--- src/rtl/glkc_ram.sv ---
// Generic single-port-write, single-port-read RAM with a registered read.
// Width and depth are parameters; depends on nothing.
module glkc_ram #(
  parameter int WIDTH = 8,
  parameter int DEPTH = 16
) (
  input  logic                     clk,
  input  logic                     we,
  input  logic [$clog2(DEPTH)-1:0] waddr,
  input  logic [WIDTH-1:0]         wdata,
  input  logic                     re,
  input  logic [$clog2(DEPTH)-1:0] raddr,
  output logic [WIDTH-1:0]         rdata
);

  logic [WIDTH-1:0] mem [DEPTH];

  always_ff @(posedge clk) begin
    if (we) begin
      mem[waddr] <= wdata;
    end
    if (re) begin
      rdata <= mem[raddr];
    end
  end

endmodule
--- config.mk ---
export PLATFORM = sky130hd
export DESIGN_NAME = glkc_ram
export DESIGN_NICKNAME = d
export VERILOG_FILES = /design/src/rtl/glkc_ram.sv
export SDC_FILE = /design/constraint.sdc
export NUM_CORES = 1
export LEC_CHECK = 0
export BUFFER_PORTS_ARGS = -buffer_cell sky130_fd_sc_hd__buf_2
export CAP_MARGIN = 0
export CORE_MARGIN = 2
export CORE_UTILIZATION = 45
export DETAILED_ROUTE_END_ITERATION = 6
export PLACE_DENSITY_LB_ADDON = 0.25
export SLEW_MARGIN = 20
export SYNTH_ARGS = -nofsm -noshare
export SYNTH_HDL_FRONTEND = slang
export SYNTH_SLANG_ARGS = --single-unit
--- constraint.sdc ---
create_clock -name clk -period 1.89 [get_ports clk]
set_input_delay 0.2835 -clock clk [delete_from_list [all_inputs] [get_ports clk]]
set_output_delay 0.2835 -clock clk [all_outputs]
set_load 0.02 [all_outputs]
==> impl_summary.md <==
Run status
The run finished with clean final reports.

Routing
The number of antenna-violating nets in the routed design is 0. The detailed router finished its first iteration with 184 violations. The total detailed-routing wirelength is approximately 9.8 mm. For this block, the via count after detailed routing is 2459. For this run, design rule violations remaining after detail routing come to 0. The routed length per instance is approximately 22 um. The total iterations of the first detailed-routing run is 4.

The per-cell via count in the routed design is 5.56.

Power
Registers are responsible for 50.0% of the overall power. The power consumption is 6.84 mW. The power share of the combinational group is 4.9%. The internal power of the cells totals 5.45 mW. In this run switching power makes up just over 20% of total power. For this design the ratio of total power to cell area is 1100 nW/um^2. The part of the total power dissipated in the clock network is between 40% and 50%. For this design the total switching power over the nets is 1.39 mW.

The worst IR drop on VDD is about 0.59 mV. The leakage power of the design is about 2.1 nW.

Die
In this run the horizontal extent of the chip is 112 um. The floorplan step set the die height to approximately 110 um. The core region is around 11000 um^2.

The count of boundary I/O pins is 27. The standard-cell row count is 39. The initial utilization of the core area, before any placement, comes to 46.0%. The die area is 12500 um^2.

Setup path
The cell type of the slowest stage on the worst timing path is sky130_fd_sc_hd__mux4_1. The number of buffers and inverters on the critical path is 0. The worst setup path is captured at a flop. In this run the worst path has a maximum fanout of 1. The cell family with the largest share of critical-path delay is multiplexers. The critical path startpoint category is a flop. Walking the worst path, the cells encountered are mux4_1 > a22oi_1 > nand2_1.

The type of the setup path with the least slack is flop to flop. Data arrives at the worst endpoint at 1680 ps. The maximum single-stage delay on the critical path is ~480 ps.

Data on the critical path is required at its endpoint by between 2000 and 2500 ps.

Clocking
Clock-pin slew was measured on the worst setup and hold paths at 60 ps. The number of levels in the clock H-tree is 4. The buffer type at the clock tree root is sky130_fd_sc_hd__clkbuf_16. The maximum buffer depth of the clock tree is 2. Clock tree synthesis inserted a total of 17 buffers. The post-cts repair resize count is 0. The clock drives 136 sinks. The post-CTS setup-driven buffer insertion count is 0. The clock latency at the later pin of the worst-skew pair is 410 ps. The TritonCTS clock tree is yes. The total of hold buffers inserted after clock tree synthesis is 0.

Cells and area
For this run, the share of the core covered by cells in the final layout is 54.7%. The growth of design area from synthesis to finish is 18.9%. The repair_antennas step left the layout with diodes totalling 0. The share of final-layout standard cells stronger than drive strength 1 is between 30% and 40%. The number of nets at the end of the flow is between 300 and 400.

Global routing
The initial antenna violation count is 0. The via count of the first global-routing pass is ~2500. Entering global routing, the biggest net connects 33 pins. The combined global-route utilization of all metal layers is 17.0%. The overall overflow remaining after global route is 0. The wire length of the first global-routing pass is about 15 mm.

Logic synthesis
Summing every instance area after synthesis gives 5230 um^2. The number of distinct library cells after synthesis is 18. By area the synthesized netlist is led by sky130_fd_sc_hd__edfxtp_1, sky130_fd_sc_hd__mux4_2, sky130_fd_sc_hd__mux4_1, sky130_fd_sc_hd__a22oi_1, sky130_fd_sc_hd__nor2_1. After synthesis, the most frequently instantiated cells are sky130_fd_sc_hd__edfxtp_1, sky130_fd_sc_hd__mux4_2, sky130_fd_sc_hd__a22oi_1, sky130_fd_sc_hd__mux4_1, sky130_fd_sc_hd__nor2_1. Synthesis inferred 136 register bits.

Synthesis handed over a netlist of between 200 and 250 instances. The most frequently used cell type in the post-synthesis netlist is sky130_fd_sc_hd__edfxtp_1. The prevailing post-synth register cell is sky130_fd_sc_hd__edfxtp_1. Summed over its instances, the top area cell type makes up around four fifths of the synthesized netlist area.

sky130_fd_sc_hd__edfxtp_1 takes more of the synthesized area than any other cell. The number of synthesized flops with an enable pin is 136. The share of flip-flops with an asynchronous set or reset after synthesis is 0%. The number of warnings printed during yosys synthesis is 0.

After synthesis, flip-flops and latches occupy approximately four fifths of the total area. After synthesis, the mean cell area works out to around 23 um^2. Counting every net in the synthesized netlist gives 248.

Run
Across the run, the number of max-cap violations was 0.

Timing
The minimum setup slack in the final design is 366 ps. Setup total negative slack on the finished layout was measured at 0 ps. Static timing analysis puts the maximum clock frequency at 656 MHz. Setup violations remaining at the end of the flow were counted as 0. Clock skew on the completed layout was measured at 7.20 ps.

The final critical path takes up approximately four fifths of the cycle. The worst pin sits at a relative slew slack of 71.5%. The count of final max-slew check failures was 0.

The worst path needs about 1500 ps of the cycle, external delays included. The transition time of the tightest slew-check pin is 428 ps. The final hold violation count is 0.

Setup repair after global routing left no endpoint under its margin.

Placement
At the end of routability-driven placement, the weighted congestion stood at 0.765. The detailed placement HPWL is 6.31 mm. The worst slack at placement is 22.9 ps.

The count of input and output buffers is 26.

Hold path
The class of the worst hold path is input pin to flop.
## routing by layer
metal  vias up  wire length [um]  GRT usage, %
li1       1095                 -             -
met1      1286              4550          24.6
met2        64              4750          25.5
met3        14               393          4.35
met4         0               127          6.17
met5         -                 0             0
## cells in the final DEF, fill, tap and decap left out
| master | count |
|---|---|
| sky130_fd_sc_hd__edfxtp_1 | 136 |
| sky130_fd_sc_hd__buf_2 | 26 |
| sky130_fd_sc_hd__buf_4 | 19 |
| sky130_fd_sc_hd__mux4_2 | 18 |
| sky130_fd_sc_hd__clkbuf_16 | 17 |
| sky130_fd_sc_hd__a22oi_1 | 16 |
| sky130_fd_sc_hd__mux4_1 | 14 |
| sky130_fd_sc_hd__nor2_1 | 13 |
| sky130_fd_sc_hd__nand2_1 | 9 |
| sky130_fd_sc_hd__clkinvlp_4 | 6 |
| sky130_fd_sc_hd__nor3_1 | 4 |
| sky130_fd_sc_hd__clkinv_2 | 4 |
| sky130_fd_sc_hd__clkinv_1 | 3 |
| sky130_fd_sc_hd__buf_12 | 3 |
| sky130_fd_sc_hd__nand3b_1 | 2 |
| sky130_fd_sc_hd__nand2b_1 | 2 |
| sky130_fd_sc_hd__bufinv_16 | 2 |
| sky130_fd_sc_hd__nor2b_1 | 1 |
| sky130_fd_sc_hd__and2_1 | 1 |
| sky130_fd_sc_hd__and2b_1 | 1 |
| sky130_fd_sc_hd__nand3_1 | 1 |
| sky130_fd_sc_hd__or3b_2 | 1 |
## kinds of logic (layout without fill, tap and decap cells)
kind of cell    count (synthesis)  count (layout)  share of synthesized area, %
flops                         136             136                          78.1
simple gates                   35              35                          3.14
mux                            32              32                          14.8
compound gates                 16              16                          2.30
buf+inv                        10              80                          1.65
## power by group through the flow
stage	registers, mW	clock network [mW]	logic, mW
CTS	3.42	3.14	0.337
floorplan	3.49	0	0.171
detailed placement	3.48	0	0.335
global placement	3.48	0	0.329
global route	3.42	3.28	0.360
finish	3.42	3.09	0.332
## final cells by class
cell class	count	area, um^2
well taps	143	179
flip-flops and latches	136	4080
multi-input cells	83	1060
repair buffers	48	333
clock buffers	17	425
fillers	871	5150
clock inverters	15	136
## worst paths after layout
path / depth (start not counted) / start / to / slack, ps
max: 3 / mem[3][1]$_DFFE_PP_ / rdata[1]$_DFFE_PP_ / 370
min: 1 / re / rdata[1]$_DFFE_PP_ / 260
max reg2reg: 3 / mem[3][1]$_DFFE_PP_ / rdata[1]$_DFFE_PP_ / 370
min reg2reg: 3 / mem[15][7]$_DFFE_PP_ / rdata[7]$_DFFE_PP_ / 740
## flip-flops by register name (all words and copies together) (netlist names)
register / cells
mem: 128
rdata: 8
## stage by stage
stage	hold slack, ps	instance area, um^2	instances
after CTS	254	6210	442
after detailed placement	681	5650	410
after global placement	673	5650	410
after global routing	256	6210	442
after floorplan	382	5230	229
final	261	6210	442
Power figures use the tool's default switching activity.
